`config.mk`:
```
export PLATFORM = sky130hd
export DESIGN_NAME = pcg32_bounded_random
export DESIGN_NICKNAME = d
export VERILOG_FILES = /design/src/rtl/pcg32_pkg.sv /design/src/rtl/pcg32_bounded_random.sv
export VERILOG_INCLUDE_DIRS = /design/src /design/src/rtl
export SDC_FILE = /design/constraint.sdc
export NUM_CORES = 2
export LEC_CHECK = 0
export ABC_CLOCK_PERIOD_IN_PS = 12000
export BUFFER_PORTS_ARGS = -buffer_cell sky130_fd_sc_hd__buf_2
export CELL_PAD_IN_SITES_DETAIL_PLACEMENT = 1
export CELL_PAD_IN_SITES_GLOBAL_PLACEMENT = 2
export CORE_ASPECT_RATIO = 0.9
export CORE_MARGIN = 4
export CORE_UTILIZATION = 42
export CTS_BUF_LIST = sky130_fd_sc_hd__clkbuf_4 sky130_fd_sc_hd__clkbuf_8
export DETAILED_ROUTE_END_ITERATION = 16
export PLACE_DENSITY_LB_ADDON = 0.1
export SYNTH_ARGS = -nofsm -noshare
export SYNTH_HDL_FRONTEND = slang
export SYNTH_SLANG_ARGS = --single-unit
```
`constraint.sdc`:
```
create_clock -name i_clk -period 12 [get_ports i_clk]
set_input_delay 2.4 -clock i_clk [delete_from_list [all_inputs] [get_ports i_clk]]
set_output_delay 2.4 -clock i_clk [all_outputs]
set_load 0.02 [all_outputs]
```
`src/rtl/pcg32_bounded_random_macros.svh`:
```
// Assertion helpers shared by the RTL.
`ifndef PCG32_BOUNDED_RANDOM_MACROS_SVH
`define PCG32_BOUNDED_RANDOM_MACROS_SVH

// Same-cycle implication, sampled on i_clk, off while reset is low.
`define PBR_ASSERT_SAME(label, ante, cons, msg) \
    label: assert property (@(posedge i_clk) disable iff (!i_rst_n) (ante) |-> (cons)) \
        else $error(msg);

// Next-cycle implication, sampled on i_clk, off while reset is low.
`define PBR_ASSERT_NEXT(label, ante, cons, msg) \
    label: assert property (@(posedge i_clk) disable iff (!i_rst_n) (ante) |=> (cons)) \
        else $error(msg);

`endif

```
`src/rtl/pcg32_pkg.sv`:
```
package pcg32_pkg;

    localparam int unsigned STATE_W    = 64;
    localparam int unsigned HALF_W     = STATE_W / 2;
    localparam int unsigned WORD_W     = 32;
    localparam int unsigned STREAM_W   = 63;
    localparam int unsigned ACTION_W   = 2;
    localparam int unsigned CFG_IDX_W  = 2;
    localparam int unsigned IN_TDATA_W = 64;
    localparam int unsigned OUT_TDATA_W = 40;
    localparam int unsigned OUT_PAD_W  = OUT_TDATA_W - WORD_W - 2;
    localparam int unsigned CNT_W      = $clog2(WORD_W);

    localparam logic [STATE_W-1:0] LCG_MULT    = 64'd6364136223846793005;
    localparam logic [HALF_W-1:0]  LCG_MULT_LO = LCG_MULT[HALF_W-1:0];
    localparam logic [HALF_W-1:0]  LCG_MULT_HI = LCG_MULT[STATE_W-1:HALF_W];
    // seed 0, stream 0: state = (1 + 0) * mult + 1
    localparam logic [STATE_W-1:0] RESET_STATE = LCG_MULT + 64'd1;
    localparam logic [STATE_W-1:0] RESET_INC   = 64'd1;

    localparam int unsigned XSH_SHIFT = 18;
    localparam int unsigned XSH_LOW   = 27;
    localparam int unsigned ROT_LOW   = 59;

    localparam logic [CFG_IDX_W-1:0] CFG_SEED   = 2'd0;
    localparam logic [CFG_IDX_W-1:0] CFG_STREAM = 2'd1;

    typedef enum logic [ACTION_W-1:0] {
        ACT_RAW     = 2'd0,
        ACT_BOUNDED = 2'd1,
        ACT_CHANCE  = 2'd2
    } t_action;

    typedef enum logic [2:0] {
        S_IDLE,
        S_CUT,
        S_MUL,
        S_MOD,
        S_DONE
    } t_state;

    typedef enum logic [1:0] {
        M_LO_LO,
        M_HI_LO,
        M_LO_HI,
        M_ADD
    } t_mstep;

endpackage

```
`src/rtl/pcg32_bounded_random.sv`:
```
// PCG32 generator (64-bit LCG, XSH-RR output) with unbiased range draws.
// Request channel (s_axis): tuser = action (0 raw, 1 bounded, 2 chance),
// tdata = bound then numerator. Result channel (m_axis): tdata = value,
// hit, bound_error. One result per request transfer.
// Config channel: index 0 writes the seed, index 1 the stream; either write
// reseeds the generator; other indexes are ignored. A bounded draw or
// chance test first finds the cutoff 2^32 mod n in the bit-serial
// remainder unit, runs LCG steps until a draw is not below the cutoff,
// then reduces that draw mod n in the same unit. A raw draw is one LCG
// step; a zero bound or unused action goes straight to the result. An
// LCG step is three passes through a single 32x32 multiplier and an add.
// Requests are taken one at a time: s_axis tready is high only while idle
// and no config write is pending. The result sits in an output register;
// if the receiver stalls, the next request is still taken and runs, and
// only its final hand-off waits for the register to drain.
// Reset (synchronous, active low) loads the state seeded from seed 0 and
// stream 0 and drops any pending result.
`include "pcg32_bounded_random_macros.svh"

module pcg32_bounded_random
    import pcg32_pkg::*;
(
    input  logic                   i_clk,
    input  logic                   i_rst_n,
    input  logic                   i_s_axis_tvalid,
    output logic                   o_s_axis_tready,
    input  logic [IN_TDATA_W-1:0]  i_s_axis_tdata,  // [31:0] bound, [63:32] numerator
    input  logic [ACTION_W-1:0]    i_s_axis_tuser,  // [1:0] action
    output logic                   o_m_axis_tvalid,
    input  logic                   i_m_axis_tready,
    output logic [OUT_TDATA_W-1:0] o_m_axis_tdata,  // [31:0] value, [32] hit,
                                                    // [33] bound_error, [39:34] zero
    input  logic                   i_cfg_valid,
    output logic                   o_cfg_ready,
    input  logic [CFG_IDX_W-1:0]   i_cfg_index,
    input  logic [STATE_W-1:0]     i_cfg_data
);

    t_state              r_st, n_st;
    t_mstep              r_mstep, n_mstep;
    t_action             r_action, n_action;
    logic [STATE_W-1:0]  r_seed, n_seed;
    logic [STATE_W-1:0]  r_inc, n_inc;
    logic [STATE_W-1:0]  r_state, n_state;
    logic [STATE_W-1:0]  r_acc, n_acc;
    logic [WORD_W-1:0]   r_draw, n_draw;
    logic [WORD_W-1:0]   r_cutoff, n_cutoff;
    logic [WORD_W-1:0]   r_dvd, n_dvd;
    logic [WORD_W-1:0]   r_rem, n_rem;
    logic [CNT_W-1:0]    r_cnt, n_cnt;
    logic [WORD_W-1:0]   r_bound, n_bound;
    logic [WORD_W-1:0]   r_num, n_num;
    logic                r_seeding, n_seeding;
    logic [WORD_W-1:0]   r_res_value, n_res_value;
    logic                r_res_err, n_res_err;
    logic                r_out_valid, n_out_valid;
    logic [WORD_W-1:0]   r_out_value, n_out_value;
    logic                r_out_hit, n_out_hit;
    logic                r_out_err, n_out_err;

    logic [HALF_W-1:0]   w_mul_a;
    logic [HALF_W-1:0]   w_mul_b;
    logic [STATE_W-1:0]  w_prod;
    logic [WORD_W:0]     w_trial;
    logic                w_ge;
    logic [WORD_W-1:0]   w_rem_next;
    logic [STATE_W-1:0]  w_stream_inc;
    logic [WORD_W-1:0]   w_in_bound;
    logic [WORD_W-1:0]   w_in_num;
    logic                w_div_last;

    // XSH-RR output permutation of the pre-step state
    function automatic logic [WORD_W-1:0] xsh_rr(input logic [STATE_W-1:0] p);
        logic [STATE_W-1:0]  x;
        logic [WORD_W-1:0]   mixed;
        logic [4:0]          rot;
        logic [2*WORD_W-1:0] dbl;
        x     = p ^ (p >> XSH_SHIFT);
        mixed = x[XSH_LOW +: WORD_W];
        rot   = p[ROT_LOW +: 5];
        dbl   = {mixed, mixed} >> rot;
        return dbl[WORD_W-1:0];
    endfunction

    assign w_in_bound   = i_s_axis_tdata[WORD_W-1:0];
    assign w_in_num     = i_s_axis_tdata[2*WORD_W-1:WORD_W];
    assign w_stream_inc = {i_cfg_data[STREAM_W-1:0], 1'b1};

    // shared 32x32 multiplier: the three partial products of state * mult mod 2^64
    assign w_mul_a = (r_mstep == M_HI_LO) ? r_state[STATE_W-1:HALF_W] : r_state[HALF_W-1:0];
    assign w_mul_b = (r_mstep == M_LO_HI) ? LCG_MULT_HI : LCG_MULT_LO;
    assign w_prod  = w_mul_a * w_mul_b;

    // restoring remainder, one dividend bit per cycle
    assign w_trial    = {r_rem, r_dvd[WORD_W-1]};
    assign w_ge       = w_trial >= {1'b0, r_bound};
    assign w_rem_next = w_ge ? WORD_W'(w_trial - {1'b0, r_bound}) : w_trial[WORD_W-1:0];
    assign w_div_last = r_cnt == CNT_W'(WORD_W - 1);

    assign o_cfg_ready     = r_st == S_IDLE;
    assign o_s_axis_tready = (r_st == S_IDLE) && !i_cfg_valid;
    assign o_m_axis_tvalid = r_out_valid;
    assign o_m_axis_tdata  = {OUT_PAD_W'(0), r_out_err, r_out_hit, r_out_value};

    always_comb begin
        n_st        = r_st;
        n_mstep     = r_mstep;
        n_action    = r_action;
        n_seed      = r_seed;
        n_inc       = r_inc;
        n_state     = r_state;
        n_acc       = r_acc;
        n_draw      = r_draw;
        n_cutoff    = r_cutoff;
        n_dvd       = r_dvd;
        n_rem       = r_rem;
        n_cnt       = r_cnt;
        n_bound     = r_bound;
        n_num       = r_num;
        n_seeding   = r_seeding;
        n_res_value = r_res_value;
        n_res_err   = r_res_err;
        n_out_valid = r_out_valid;
        n_out_value = r_out_value;
        n_out_hit   = r_out_hit;
        n_out_err   = r_out_err;

        if (r_out_valid && i_m_axis_tready) begin
            n_out_valid = 1'b0;
        end

        unique case (r_st)
            S_IDLE: begin
                if (i_cfg_valid) begin
                    // reseed collapses to state = (inc + seed) * mult + inc
                    if (i_cfg_index == CFG_SEED) begin
                        n_seed    = i_cfg_data;
                        n_state   = r_inc + i_cfg_data;
                        n_seeding = 1'b1;
                        n_mstep   = M_LO_LO;
                        n_st      = S_MUL;
                    end else if (i_cfg_index == CFG_STREAM) begin
                        n_inc     = w_stream_inc;
                        n_state   = w_stream_inc + r_seed;
                        n_seeding = 1'b1;
                        n_mstep   = M_LO_LO;
                        n_st      = S_MUL;
                    end
                end else if (i_s_axis_tvalid) begin
                    n_action  = t_action'(i_s_axis_tuser);
                    n_bound   = w_in_bound;
                    n_num     = w_in_num;
                    n_seeding = 1'b0;
                    unique case (i_s_axis_tuser)
                        ACT_RAW: begin
                            n_mstep = M_LO_LO;
                            n_st    = S_MUL;
                        end
                        ACT_BOUNDED, ACT_CHANCE: begin
                            if (w_in_bound == '0) begin
                                n_res_value = '0;
                                n_res_err   = 1'b1;
                                n_st        = S_DONE;
                            end else begin
                                n_dvd = WORD_W'(0) - w_in_bound;  // 2^32 - n
                                n_rem = '0;
                                n_cnt = '0;
                                n_st  = S_CUT;
                            end
                        end
                        default: begin
                            n_res_value = '0;
                            n_res_err   = 1'b0;
                            n_st        = S_DONE;
                        end
                    endcase
                end
            end
            S_CUT: begin
                n_rem = w_rem_next;
                n_dvd = r_dvd << 1;
                n_cnt = r_cnt + 1'b1;
                if (w_div_last) begin
                    n_cutoff = w_rem_next;
                    n_mstep  = M_LO_LO;
                    n_st     = S_MUL;
                end
            end
            S_MUL: begin
                unique case (r_mstep)
                    M_LO_LO: begin
                        n_acc   = w_prod;
                        n_draw  = xsh_rr(r_state);
                        n_mstep = M_HI_LO;
                    end
                    M_HI_LO: begin
                        n_acc   = {r_acc[STATE_W-1:HALF_W] + w_prod[HALF_W-1:0],
                                   r_acc[HALF_W-1:0]};
                        n_mstep = M_LO_HI;
                    end
                    M_LO_HI: begin
                        n_acc   = {r_acc[STATE_W-1:HALF_W] + w_prod[HALF_W-1:0],
                                   r_acc[HALF_W-1:0]};
                        n_mstep = M_ADD;
                    end
                    M_ADD: begin
                        n_state = r_acc + r_inc;
                        n_mstep = M_LO_LO;
                        if (r_seeding) begin
                            n_seeding = 1'b0;
                            n_st      = S_IDLE;
                        end else if (r_action == ACT_RAW) begin
                            n_res_value = r_draw;
                            n_res_err   = 1'b0;
                            n_st        = S_DONE;
                        end else if (r_draw >= r_cutoff) begin
                            n_dvd = r_draw;
                            n_rem = '0;
                            n_cnt = '0;
                            n_st  = S_MOD;
                        end
                        // rejected draw: stay for another step
                    end
                    default: n_mstep = M_LO_LO;
                endcase
            end
            S_MOD: begin
                n_rem = w_rem_next;
                n_dvd = r_dvd << 1;
                n_cnt = r_cnt + 1'b1;
                if (w_div_last) begin
                    n_res_value = w_rem_next;
                    n_res_err   = 1'b0;
                    n_st        = S_DONE;
                end
            end
            S_DONE: begin
                if (!r_out_valid || i_m_axis_tready) begin
                    n_out_valid = 1'b1;
                    n_out_value = r_res_value;
                    n_out_err   = r_res_err;
                    n_out_hit   = (r_action == ACT_CHANCE) && !r_res_err &&
                                  (r_res_value < r_num);
                    n_st        = S_IDLE;
                end
            end
            default: n_st = S_IDLE;
        endcase
    end

    always_ff @(posedge i_clk) begin
        if (!i_rst_n) begin
            r_st        <= S_IDLE;
            r_mstep     <= M_LO_LO;
            r_seeding   <= 1'b0;
            r_out_valid <= 1'b0;
            r_seed      <= '0;
            r_inc       <= RESET_INC;
            r_state     <= RESET_STATE;
        end else begin
            r_st        <= n_st;
            r_mstep     <= n_mstep;
            r_seeding   <= n_seeding;
            r_out_valid <= n_out_valid;
            r_seed      <= n_seed;
            r_inc       <= n_inc;
            r_state     <= n_state;
        end
    end

    always_ff @(posedge i_clk) begin
        r_action    <= n_action;
        r_acc       <= n_acc;
        r_draw      <= n_draw;
        r_cutoff    <= n_cutoff;
        r_dvd       <= n_dvd;
        r_rem       <= n_rem;
        r_cnt       <= n_cnt;
        r_bound     <= n_bound;
        r_num       <= n_num;
        r_res_value <= n_res_value;
        r_res_err   <= n_res_err;
        r_out_value <= n_out_value;
        r_out_hit   <= n_out_hit;
        r_out_err   <= n_out_err;
    end

    `PBR_ASSERT_SAME(a_err_clears_result, o_m_axis_tvalid && r_out_err, (r_out_value == '0) && !r_out_hit, "bound error with nonzero value or hit")
    `PBR_ASSERT_SAME(a_rem_below_bound, (r_st == S_CUT) || (r_st == S_MOD), r_rem < r_bound, "remainder not below bound")
    `PBR_ASSERT_NEXT(a_zero_bound_keeps_state, o_s_axis_tready && i_s_axis_tvalid && (i_s_axis_tuser != ACT_RAW) && (i_s_axis_tdata[WORD_W-1:0] == '0), $stable(r_state), "state moved on a rejected request")

endmodule
```
==> impl_metrics.tcl <==
set metrics [dict create \
    status "finished with violations" \
    violations "capacitance limit, slew limit" \
    numCtsBuffers 104 \
    grt_pass1_wl_um 343000 \
    io_buffers 173 \
    final-hold-violation-count 0 \
    hold_buffers 0 \
    ys_seq_area_share_pct 22.7 \
    yosys-top-cells-area "fa_1 18%, edfxtp_1 16%, ha_1 16%" \
    worst_pin_slew_ps 1500 \
    grt_max_degree 74 \
    coreArea_um2 144000 \
    grt-ovfl-total 0 \
    rsz0062_at_grt "no" \
    ys.flop_type "edfxtp_1" \
    ys_ff_latch 528 \
    syn_avg_cell_area_um2 9.03 \
    syn_inst 6776 \
    placementRows 132 \
    drive_above_1_share_pct 8.20 \
    grt_pass1_vias 53000 \
    place.gp.congestion 0.955 \
    root_buffer "clkbuf_8" \
    ys_types 108 \
    hold_path_class "flip-flop to flip-flop" \
    crit_type "flip-flop to flip-flop" \
    antenna_found_initial 14 \
    finalClockSkew_ps 74.6 \
    holdWs_ps 456 \
    cp-start-kind "flip-flop" \
    clkTransAtPathRegs_ps 60 \
    cts_sinks 528 \
    post_cts_buffers 0 \
    crit_slowest_cell "mux2i_1" \
    wl_per_cell_um 25.5 \
    crit_path_end_kind "flip-flop" \
    dieArea_um2 152000 \
    slowest_delay_ps 1220 \
    dr.pass1.iters 6 \
    finalCriticalPeriod_ps 11480 \
    yosysTopAreaCell "fa_1" \
    area_delta_synth_final_pct 9.02 \
    wirelength_um 228000 \
    htreeDepth 3 \
    crit_top_cell "fa_1" \
    io-pin-count 180 \
    die_h_um 370 \
    ys_warn_count 0 \
    synth_edf_count 330 \
    dr_total_vias 51300 \
    crit_path_max_fanout 13 \
    hpwl_um 189000 \
    worstPathArrival_ps 12030 \
    setup_tns_ps 0 \
    cts_tree "built" \
    async_reset_ff_share_pct 0 \
    drt_iter0_markers 3797 \
    clock.fmax_mhz 87.1 \
    post-route-period-util_pct 95.7 \
    syn_area_um2 61200 \
    cts_resized 0 \
    fp.dieW_um 410 \
    start_util_pct 42.4 \
    nNetsFinal 8370 \
    worstPathRequired_ps 12550 \
    drc 0 \
    maxCapViolations 1 \
    slew_violations 8 \
    synth_top_cell_area_share_pct 18.0 \
    clockBufferDepth 3 \
    setup_violations 0 \
    grt.total_usage_pct 29.8 \
    viasPerCell 5.72 \
    clock_latency_ps 860 \
    maxSlewHeadroom_pct -2.90 \
    antenna_left 0 \
]
==> metal layers <==
| layer | GRT usage (%) | wire length, um | vias to the layer above |
|---|---|---|---|
| li1 | - | - | 23700 |
| met1 | 42.1 | 104000 | 25900 |
| met2 | 48.3 | 105000 | 1339 |
| met3 | 3.81 | 12900 | 273 |
| met4 | 7.65 | 6080 | 6 |
| met5 | 0 | 35 | - |
==> sequential cells by signal, summed over array words and instances, names as in the netlist, 63 cells and up <==
signal	count
r_acc	64
r_inc	63
r_seed	64
r_state	64
==> Yosys cell counts (all sizes together) (98+ instances only) <==
library cell and instances:
a21oi 548, clkbuf 209, nand2 700, mux2i 98
nor2 426, a21o 169, inv 892, xor2 142
ha 761, edfxtp 330, o21ai 373, fa 549
dfxtp 198, xnor2 182
==> per-stage QoR <==
step	setup slack (ps)	area, um^2	cells	util [%]
floorplan	1410	61300	6787	-
global placement	898	64500	8760	44.7
detailed placement	752	64500	8760	44.7
CTS	745	66700	8952	46.2
global route	305	66700	8954	46.2
finish	520	66700	8959	46.2
==> cells in the final DEF (no fill, tap or decap), types with 73 or more instances in the layout <==
| master | Yosys | layout |
|---|---|---|
| inv_1 | 890 | 889 |
| ha_1 | 761 | 758 |
| nand2_1 | 700 | 697 |
| fa_1 | 549 | 549 |
| a21oi_1 | 547 | 547 |
| nor2_1 | 425 | 423 |
| o21ai_0 | 340 | 340 |
| edfxtp_1 | 330 | 330 |
| dfxtp_1 | 198 | 196 |
| xnor2_1 | 182 | 182 |
| buf_2 | 6 | 172 |
| a21o_1 | 169 | 169 |
| xor2_1 | 142 | 142 |
| clkbuf_8 | 0 | 118 |
| buf_4 | 8 | 107 |
| mux2i_1 | 98 | 98 |
| a21boi_0 | 77 | 77 |
| nand4_1 | 74 | 74 |
| nor2b_1 | 74 | 73 |
==> cell families after synthesis <==
| group | after synthesis | synth area share (%) |
|---|---|---|
| and+or+nand+nor | 1622 | 11.9 |
| AOI/OAI and AO/OA | 1707 | 17.5 |
| muxes | 139 | 2.68 |
| adders and majority gates | 1311 | 33.5 |
| DFF | 528 | 22.7 |
| other | 2 | 0.0123 |
| buffers and inverters | 1143 | 7.09 |
| xor gates and xnor gates | 324 | 4.64 |
==> cell type report <==
type | count | area (um^2)
tap | 1943 | 2430
clock buffer | 150 | 1860
inverter | 894 | 3360
antenna | 7 | 17.5
timing repair buffer | 279 | 1660
multi-input combinational | 5116 | 43100
sequential | 528 | 13900
fill | 16900 | 77600
clock inverter | 42 | 382
==> worst max-delay path: cells and delay by family, from the launching register on <==
family	cells	cell delay [ps]
DFF	1	360
buffers and inverters	7	1610
and+or+nand+nor	2	710
muxes	2	1300
adders and majority gates	10	5240
AOI/OAI and AO/OA	6	1800
xor gates and xnor gates	1	150
==> final timing paths <==
path	from	endpoint	slack [ps]	cells past startpoint
setup reg to reg	r_mstep[1]	r_acc[55]	520	28
hold reg to reg	r_res_value[7]	r_out_value[7]	460	0
setup / recovery	r_mstep[1]	r_acc[55]	520	28
hold / removal	r_res_value[7]	r_out_value[7]	460	0
Power is left out: the tool's default activity adds up to more than one toggle a clock period on the data nets, which glitch-free logic cannot reach.
